[config.mk]
export PLATFORM = sky130hd
export DESIGN_NAME = compass_heading_and_field_magnitude_core
export DESIGN_NICKNAME = d
export VERILOG_FILES = /design/src/sv/chfm_pkg.sv /design/src/sv/compass_heading_and_field_magnitude_core.sv
export SDC_FILE = /design/constraint.sdc
export NUM_CORES = 2
export LEC_CHECK = 0
export BUFFER_PORTS_ARGS = -buffer_cell sky130_fd_sc_hd__buf_2
export CAP_MARGIN = 20
export CORE_ASPECT_RATIO = 0.8
export CORE_MARGIN = 2
export CORE_UTILIZATION = 40
export DETAILED_ROUTE_END_ITERATION = 8
export PLACE_DENSITY = 0.55
export SLEW_MARGIN = 20
export SYNTH_ARGS = -nofsm -noshare
export SYNTH_HDL_FRONTEND = slang
export SYNTH_SLANG_ARGS = --single-unit
[constraint.sdc]
create_clock -name clock -period 28.7 [get_ports clock]
set_input_delay 1.435 -clock clock [delete_from_list [all_inputs] [get_ports clock]]
set_output_delay 1.435 -clock clock [all_outputs]
set_load 0.05 [all_outputs]
[src/sv/chfm_pkg.sv]
// Constants, widths and the arctangent table of the compass heading core.
package chfm_pkg;

   localparam int CORDIC_STEPS    = 16;
   localparam int ANGLE_TABLE_LEN = 24;
   localparam int SQRT_STEPS      = 16;
   localparam int ITER_LEN        = (CORDIC_STEPS > SQRT_STEPS) ? CORDIC_STEPS : SQRT_STEPS;
   localparam int CNT_W           = $clog2(ANGLE_TABLE_LEN);

   localparam int ANGLE_FRAC_BITS = 8;
   localparam int XY_W            = 27;
   localparam int ANG_W           = 25;
   localparam int ATAN_W          = 21;
   localparam int H_W             = 18;

   localparam int FULL_TURN         = 36000;
   localparam int HALF_TURN         = 18000;
   localparam int QUARTER_TURN      = 9000;
   localparam int DECLINATION_RESET = 1171;

   localparam logic [31:0] SQRT_BIT_INIT = 32'h4000_0000;

   // atan(2^-i) in 1/256 centidegree
   function automatic logic [ATAN_W-1:0] atan_entry(input logic [CNT_W-1:0] idx);
      logic [ATAN_W-1:0] v;
      unique case (idx)
         5'd0:    v = 21'd1152000;
         5'd1:    v = 21'd680065;
         5'd2:    v = 21'd359328;
         5'd3:    v = 21'd182400;
         5'd4:    v = 21'd91554;
         5'd5:    v = 21'd45822;
         5'd6:    v = 21'd22916;
         5'd7:    v = 21'd11459;
         5'd8:    v = 21'd5730;
         5'd9:    v = 21'd2865;
         5'd10:   v = 21'd1432;
         5'd11:   v = 21'd716;
         5'd12:   v = 21'd358;
         5'd13:   v = 21'd179;
         5'd14:   v = 21'd90;
         5'd15:   v = 21'd45;
         5'd16:   v = 21'd22;
         5'd17:   v = 21'd11;
         5'd18:   v = 21'd6;
         5'd19:   v = 21'd3;
         5'd20:   v = 21'd1;
         5'd21:   v = 21'd1;
         default: v = 21'd0;
      endcase
      return v;
   endfunction

endpackage

[src/sv/compass_heading_and_field_magnitude_core.sv]
// Compass heading (vectoring CORDIC) and field magnitude (bitwise square root) core.
//
//   channel  direction  handshake               payload
//   req      in         req_valid / req_ready   status, x_raw, y_raw, z_raw
//   rsp      out        rsp_valid / rsp_ready   heading_centideg, magnitude, updated
//   csr      in         csr_valid / csr_ready   declination_centideg
//
// A request passes a setup state, a squaring state that sums x, y and z squared on the
// shared 16x16 multiplier (only when status bit 0 is set), an iteration state in which the
// CORDIC stage and the square root stage step together, and a round and a wrap state.
// req_ready is high only when idle. A waiting response stalls only the wrap state.
// Synchronous reset clears the held axes and magnitude and loads the declination
// reset value.
module compass_heading_and_field_magnitude_core (
   input  logic               clock,
   input  logic               reset,
   input  logic               req_valid,
   output logic               req_ready,
   input  logic [7:0]         req_status,
   input  logic signed [15:0] req_x_raw,
   input  logic signed [15:0] req_y_raw,
   input  logic signed [15:0] req_z_raw,
   output logic               rsp_valid,
   input  logic               rsp_ready,
   output logic [15:0]        rsp_heading_centideg,
   output logic [15:0]        rsp_magnitude,
   output logic               rsp_updated,
   input  logic               csr_valid,
   output logic               csr_ready,
   input  logic signed [15:0] csr_declination_centideg
);

   localparam logic [2:0] ST_IDLE   = 3'd0;
   localparam logic [2:0] ST_SETUP  = 3'd1;
   localparam logic [2:0] ST_SQUARE = 3'd2;
   localparam logic [2:0] ST_ITER   = 3'd3;
   localparam logic [2:0] ST_ROUND  = 3'd4;
   localparam logic [2:0] ST_WRAP   = 3'd5;

   localparam int                        CNT_W  = chfm_pkg::CNT_W;
   localparam int                        XY_W   = chfm_pkg::XY_W;
   localparam int                        ANG_W  = chfm_pkg::ANG_W;
   localparam int                        H_W    = chfm_pkg::H_W;
   localparam int                        FRAC   = chfm_pkg::ANGLE_FRAC_BITS;
   localparam logic [CNT_W-1:0]          SQ_LAST   = CNT_W'(2);
   localparam logic [CNT_W-1:0]          ITER_LAST = CNT_W'(chfm_pkg::ITER_LEN - 1);
   localparam logic signed [ANG_W-1:0]   ANG_HALF  =
      ANG_W'(chfm_pkg::HALF_TURN * (2 ** chfm_pkg::ANGLE_FRAC_BITS));
   localparam logic signed [ANG_W-1:0]   ANG_RND   = ANG_W'(2 ** (chfm_pkg::ANGLE_FRAC_BITS - 1));
   localparam logic signed [H_W-1:0]     H_FULL    = H_W'(chfm_pkg::FULL_TURN);

   logic [2:0]               state_ff, state_in;
   logic [CNT_W-1:0]         cnt_ff, cnt_in;
   logic [15:0]              held_x_ff, held_x_in;
   logic [15:0]              held_y_ff, held_y_in;
   logic [15:0]              held_z_ff, held_z_in;
   logic [15:0]              held_mag_ff, held_mag_in;
   logic [15:0]              decl_ff, decl_in;
   logic                     upd_ff, upd_in;
   logic [31:0]              op_ff, op_in;
   logic [31:0]              res_ff, res_in;
   logic [31:0]              bit_ff, bit_in;
   logic signed [XY_W-1:0]   cx_ff, cx_in;
   logic signed [XY_W-1:0]   cy_ff, cy_in;
   logic signed [ANG_W-1:0]  ang_ff, ang_in;
   logic signed [H_W-1:0]    h_ff, h_in;
   logic                     rsp_valid_ff, rsp_valid_in;
   logic [15:0]              rsp_heading_ff, rsp_heading_in;
   logic [15:0]              rsp_mag_ff, rsp_mag_in;
   logic                     rsp_upd_ff, rsp_upd_in;

   logic                     req_fire;
   logic                     out_free;
   logic signed [15:0]       sq_op;
   logic signed [31:0]       sq_prod;
   logic [31:0]              trial;
   logic signed [XY_W-1:0]   x_init, y_init, dx, dy;
   logic [chfm_pkg::ATAN_W-1:0] atan_val;
   logic signed [ANG_W-1:0]  atan_ext, ang_rnd;
   logic signed [H_W-1:0]    h_raw, h_wrap;

   assign req_ready = (state_ff == ST_IDLE);
   assign req_fire  = req_valid && req_ready;
   assign out_free  = !rsp_valid_ff || rsp_ready;
   assign csr_ready = 1'b1;

   assign rsp_valid            = rsp_valid_ff;
   assign rsp_heading_centideg = rsp_heading_ff;
   assign rsp_magnitude        = rsp_mag_ff;
   assign rsp_updated          = rsp_upd_ff;

   // shared datapath pieces
   always_comb begin
      case (cnt_ff)
         CNT_W'(0): sq_op = $signed(held_x_ff);
         CNT_W'(1): sq_op = $signed(held_y_ff);
         default:   sq_op = $signed(held_z_ff);
      endcase
      sq_prod  = sq_op * sq_op;
      trial    = res_ff + bit_ff;
      x_init   = $signed({{(XY_W-16-FRAC){held_x_ff[15]}}, held_x_ff, {FRAC{1'b0}}});
      y_init   = $signed({{(XY_W-16-FRAC){held_y_ff[15]}}, held_y_ff, {FRAC{1'b0}}});
      dx       = cy_ff >>> cnt_ff;
      dy       = cx_ff >>> cnt_ff;
      atan_val = chfm_pkg::atan_entry(cnt_ff);
      atan_ext = $signed({{(ANG_W-chfm_pkg::ATAN_W){1'b0}}, atan_val});
      ang_rnd  = ang_ff + ANG_RND;
      h_raw    = $signed({ang_rnd[ANG_W-1], ang_rnd[ANG_W-1:FRAC]})
               - $signed({{(H_W-16){decl_ff[15]}}, decl_ff});
      if (h_ff < 0) begin
         h_wrap = h_ff + H_FULL;
      end else if (h_ff >= H_FULL) begin
         h_wrap = h_ff - H_FULL;
      end else begin
         h_wrap = h_ff;
      end
   end

   always_comb begin
      state_in       = state_ff;
      cnt_in         = cnt_ff;
      held_x_in      = held_x_ff;
      held_y_in      = held_y_ff;
      held_z_in      = held_z_ff;
      held_mag_in    = held_mag_ff;
      decl_in        = decl_ff;
      upd_in         = upd_ff;
      op_in          = op_ff;
      res_in         = res_ff;
      bit_in         = bit_ff;
      cx_in          = cx_ff;
      cy_in          = cy_ff;
      ang_in         = ang_ff;
      h_in           = h_ff;
      rsp_valid_in   = rsp_valid_ff && !rsp_ready;
      rsp_heading_in = rsp_heading_ff;
      rsp_mag_in     = rsp_mag_ff;
      rsp_upd_in     = rsp_upd_ff;

      if (csr_valid) begin
         decl_in = csr_declination_centideg;
      end

      unique case (state_ff)
         ST_IDLE: begin
            if (req_fire) begin
               upd_in = req_status[0];
               if (req_status[0]) begin
                  held_x_in = req_x_raw;
                  held_y_in = req_y_raw;
                  held_z_in = req_z_raw;
               end
               state_in = ST_SETUP;
            end
         end
         ST_SETUP: begin
            cnt_in = '0;
            op_in  = '0;
            res_in = '0;
            bit_in = chfm_pkg::SQRT_BIT_INIT;
            // turn a left-half vector by a half turn
            if (held_x_ff[15]) begin
               cx_in  = -x_init;
               cy_in  = -y_init;
               ang_in = ANG_HALF;
            end else begin
               cx_in  = x_init;
               cy_in  = y_init;
               ang_in = '0;
            end
            state_in = upd_ff ? ST_SQUARE : ST_ITER;
         end
         ST_SQUARE: begin
            op_in = op_ff + $unsigned(sq_prod);
            if (cnt_ff == SQ_LAST) begin
               cnt_in   = '0;
               state_in = ST_ITER;
            end else begin
               cnt_in = cnt_ff + CNT_W'(1);
            end
         end
         ST_ITER: begin
            if (cnt_ff < CNT_W'(chfm_pkg::SQRT_STEPS)) begin
               if (op_ff >= trial) begin
                  op_in  = op_ff - trial;
                  res_in = (res_ff >> 1) + bit_ff;
               end else begin
                  res_in = res_ff >> 1;
               end
               bit_in = bit_ff >> 2;
            end
            if (cnt_ff < CNT_W'(chfm_pkg::CORDIC_STEPS)) begin
               if (!cy_ff[XY_W-1]) begin
                  cx_in  = cx_ff + dx;
                  cy_in  = cy_ff - dy;
                  ang_in = ang_ff + atan_ext;
               end else begin
                  cx_in  = cx_ff - dx;
                  cy_in  = cy_ff + dy;
                  ang_in = ang_ff - atan_ext;
               end
            end
            if (cnt_ff == ITER_LAST) begin
               state_in = ST_ROUND;
            end else begin
               cnt_in = cnt_ff + CNT_W'(1);
            end
         end
         ST_ROUND: begin
            if (upd_ff) begin
               held_mag_in = res_ff[15:0] + {15'd0, (op_ff > res_ff)};
            end
            h_in     = h_raw[H_W-1] ? h_raw + H_FULL : h_raw;
            state_in = ST_WRAP;
         end
         ST_WRAP: begin
            // hold until the output register is free
            if (out_free) begin
               rsp_valid_in = 1'b1;
               rsp_mag_in   = held_mag_ff;
               rsp_upd_in   = upd_ff;
               if (held_x_ff == 16'd0) begin
                  rsp_heading_in = held_y_ff[15] ? 16'(chfm_pkg::QUARTER_TURN) : 16'd0;
               end else begin
                  rsp_heading_in = h_wrap[15:0];
               end
               state_in = ST_IDLE;
            end
         end
         default: begin
            state_in = ST_IDLE;
         end
      endcase
   end

   always_ff @(posedge clock) begin
      if (reset) begin
         state_ff     <= ST_IDLE;
         held_x_ff    <= '0;
         held_y_ff    <= '0;
         held_z_ff    <= '0;
         held_mag_ff  <= '0;
         decl_ff      <= 16'(chfm_pkg::DECLINATION_RESET);
         rsp_valid_ff <= 1'b0;
      end else begin
         state_ff     <= state_in;
         held_x_ff    <= held_x_in;
         held_y_ff    <= held_y_in;
         held_z_ff    <= held_z_in;
         held_mag_ff  <= held_mag_in;
         decl_ff      <= decl_in;
         rsp_valid_ff <= rsp_valid_in;
      end
   end

   always_ff @(posedge clock) begin
      cnt_ff         <= cnt_in;
      upd_ff         <= upd_in;
      op_ff          <= op_in;
      res_ff         <= res_in;
      bit_ff         <= bit_in;
      cx_ff          <= cx_in;
      cy_ff          <= cy_in;
      ang_ff         <= ang_in;
      h_ff           <= h_in;
      rsp_heading_ff <= rsp_heading_in;
      rsp_mag_ff     <= rsp_mag_in;
      rsp_upd_ff     <= rsp_upd_in;
   end

endmodule

==> run metrics <==
CTS resizes=0; CTS clk-pin slew, worst paths=0.07 ns; Post-synth ARST share=0%; port bufs=104; Final Wtd Congestion=0.9092; first-pass GRT wire length=168.7 mm; fin nets=4865; core area=93340 sq um; mean post-synth cell area=9.003 sq um; Worst R2R Setup Slack=18.70 ns; CTS tree=done; CTS root buffer=clkbuf_16; Clock Skews=0.03596 ns; I/O pin total=113; Yosys cell types=102; H-tree levels=2; Post-DP HPWL=84.05 mm; DR pass1 iterations=6; worst endpoint required time=29.10 ns; placed cells=5383; most common flop cell mapped by yosys=edfxtp_1; Max clock buf depth=3; initial antenna violation count=3; Syn Nets=4865; Via Count=30490; non-filler cells, final=5452; Finished Core Util=43.55%; hold crit path type=reg -> reg; fin area=40650 sq um; Slew HR=24.74%; worst-skew pair later-pin latency=0.61 ns; Crit-path slowest cell=fa_1; die height=278.9 microns; final-report hold violation count=0; placed cell area=39290 sq um; Period minus WS final=10.00 ns; Ys Warns=0; Max VDD drop=0.06632 mV; synthesis-stage register bit count=321; vias in the first global route=29180; critical path class=reg -> reg; Initial Util=40.49%; R2R Path Start=cnt_ff[1]; # hold bufs at CTS=0; layout cells sized above 1=8.067%; Post-CTS Setup Inserts=0; FMAX=99.98 MHz; hold path cells=0; WL final=107.7 mm; final setup TNS=0 ns; area delta synth->final=7.548%; CTS Sinks=321; CP Data Arrival Time=10.41 ns; die width=347.7 microns; GRT overflow=0; Reg2Reg Depth=29; Final ANT Viol Nets=0; crit path max fanout=44; final setup fails=0; die area=96980 sq um; DR DRC count=0; pin count of the biggest net entering global routing=67; wire per inst=19.75 microns; Post-synth EDFFs=216; mapped cell area=37790 sq um; max-slew violation count=0; Hold EP=rsp_magnitude[2]; slew at the pin with the worst max-slew slack=1.120 ns; Rows=100; Max-Cap Viols=0; Final period util=34.85%; Worst setup SP type=register; Synth Instances=4198; GR Util All Layers=21.95%; Iter 0 DRT Violations=2408; Pleak=16.15 nW; slowest stage delay, CP=0.80 ns; CP Capture Type=register; fillers=9349; unrepaired setup endpoints after global routing=false; post-synthesis sequential area ratio=22.72%; RR Endpoint=op_ff[29]; CP dominant cell by count=fa_1; status=complete, no violations; power density cells=106.2 nW/um^2; Hold Crit Start=held_mag_ff[2]; CTS buffer count=37; drt via density=5.593
-- placed cells by master (no fill, tap or decap), drive strengths merged, types with 22 or more instances in the layout --
cell	n
nand2	425
nand2b	40
o31ai	26
o21ai	177
edfxtp	216
mux4	63
a21oi	289
o21bai	26
inv	406
clkbuf	44
xor2	98
nand3	65
buf	144
nor3	76
xnor2	210
a31oi	51
o22ai	23
and3	51
or3	24
mux2	26
mux2i	66
and2	36
a22oi	23
nor2b	37
dfxtp	105
nor2	384
a21o	90
a211oi	70
fa	277
ha	313
o21a	42
o211ai	25
clkinv	22
-- worst max path at each step --
stage | startpoint | to | slack (ns)
after floorplan | cnt_ff[4] | ang_ff[0] | 17.34
after global placement | cnt_ff[4] | op_ff[29] | 18.75
after detailed placement | cnt_ff[1] | op_ff[29] | 18.74
after CTS | cnt_ff[1] | op_ff[29] | 18.68
after global routing | cnt_ff[1] | op_ff[30] | 18.09
final | cnt_ff[1] | op_ff[29] | 18.70
-- metal layers --
layer	GRT usage (%)	part of all wire, %
met2	30.99	40
met3	4.237	7.6
met1	34.45	51
met4	4.063	1.7
met5	0	0
-- registers in the layout (all words and copies together) (netlist names) --
| signal | flops |
|---|---|
| held_x_ff | 16 |
| op_ff | 32 |
| ang_ff | 25 |
| h_ff | 18 |
| rsp_magnitude | 16 |
| decl_ff | 16 |
| rsp_valid | 1 |
| held_z_ff | 16 |
| held_y_ff | 16 |
| cy_ff | 27 |
| cnt_ff | 5 |
| atan_val | 21 |
| rsp_heading_centideg | 16 |
| held_mag_ff | 16 |
| res_ff | 32 |
| rsp_updated | 1 |
| cx_ff | 27 |
| bit_ff | 16 |
| state_ff | 3 |
| upd_ff | 1 |
-- cell families (layout without fill, tap and decap cells) --
family | count (synthesis) | count (layout) | synth area share (%)
flip-flops | 321 | 321 | 22.72
AND/OR/NAND/NOR | 1238 | 1238 | 15.04
buffers and inverters | 592 | 621 | 6.462
other | 1 | 2 | 0.009922
multiplexers | 155 | 155 | 6.432
AO/OA/AOI/OAI | 993 | 993 | 17.16
adder cells (fa/ha/maj) | 590 | 590 | 25.03
XOR/XNOR | 308 | 308 | 7.137
-- stage by stage --
step | setup slack (ns) | hold WS (ns) | total power, mW
6_report | 18.70 | 0.4308 | 4.316
5_1_grt | 18.09 | 0.4398 | 4.695
4_1_cts | 18.68 | 0.4335 | 4.300
3_5_place_dp | 18.74 | 0.4191 | 3.738
3_3_place_gp | 18.75 | 0.4162 | 3.733
2_1_floorplan | 17.34 | 0.4076 | 3.065
-- power by group --
group / internal, mW / switching, mW
sequential: 0.638 / 0.148
clock: 0.303 / 0.227
combinational: 1.22 / 1.78
total: 2.16 / 2.16
-- critical path, delay by kind of cell (launching register included) --
| family | cells | cell delay, ns |
|---|---|---|
| AOI/OAI and AO/OA | 8 | 1.56 |
| xor gates and xnor gates | 1 | 0.14 |
| adders and majority gates | 8 | 3.96 |
| buffers and inverters | 6 | 1.70 |
| DFF | 1 | 0.35 |
| and+or+nand+nor | 6 | 2.02 |
-- cells in the mapped netlist, types with 17 or more instances --
master	instances	area, sq um
o211ai_1	24	180.2
a22oi_1	23	172.7
edfxtp_1	216	6486
a21o_1	90	675.7
nand4_1	17	106.4
a31oi_1	51	319.1
nand3_1	64	320.3
o21a_1	42	315.3
xnor2_1	210	1839
o22ai_1	22	137.6
or3_1	24	150.1
xor2_1	98	858.3
buf_1	21	78.83
a211oi_1	69	518.0
nand2_1	424	1592
mux2_2	21	236.5
mux2i_1	66	660.6
a21oi_1	289	1446
clkbuf_1	116	435.4
ha_1	313	3916
nor2b_1	37	231.5
nor2_1	383	1438
o21bai_1	26	195.2
and3_1	50	312.8
fa_1	277	5545
o21ai_0	175	875.8
nor3_1	76	380.4
dfxtp_1	105	2102
inv_1	401	1505
nand2b_1	40	250.2
o31ai_1	26	195.2
and2_1	34	212.7
mux4_2	47	1059
-- final cells by class --
class	count	area (sq um)	share of cell area (%)
Clock inverter	24	306.5	0.7541
Clock buffer	44	1045	2.570
Tap cell	1224	1531	3.768
Sequential cell	321	8591	21.13
Timing Repair Buffer	144	823.3	2.025
Inverter	409	1536	3.780
Multi-Input combinational cell	3285	26810	65.96
Antenna cell	1	2.502	0.006156
Note: power is estimated with default switching activity, not from simulation.
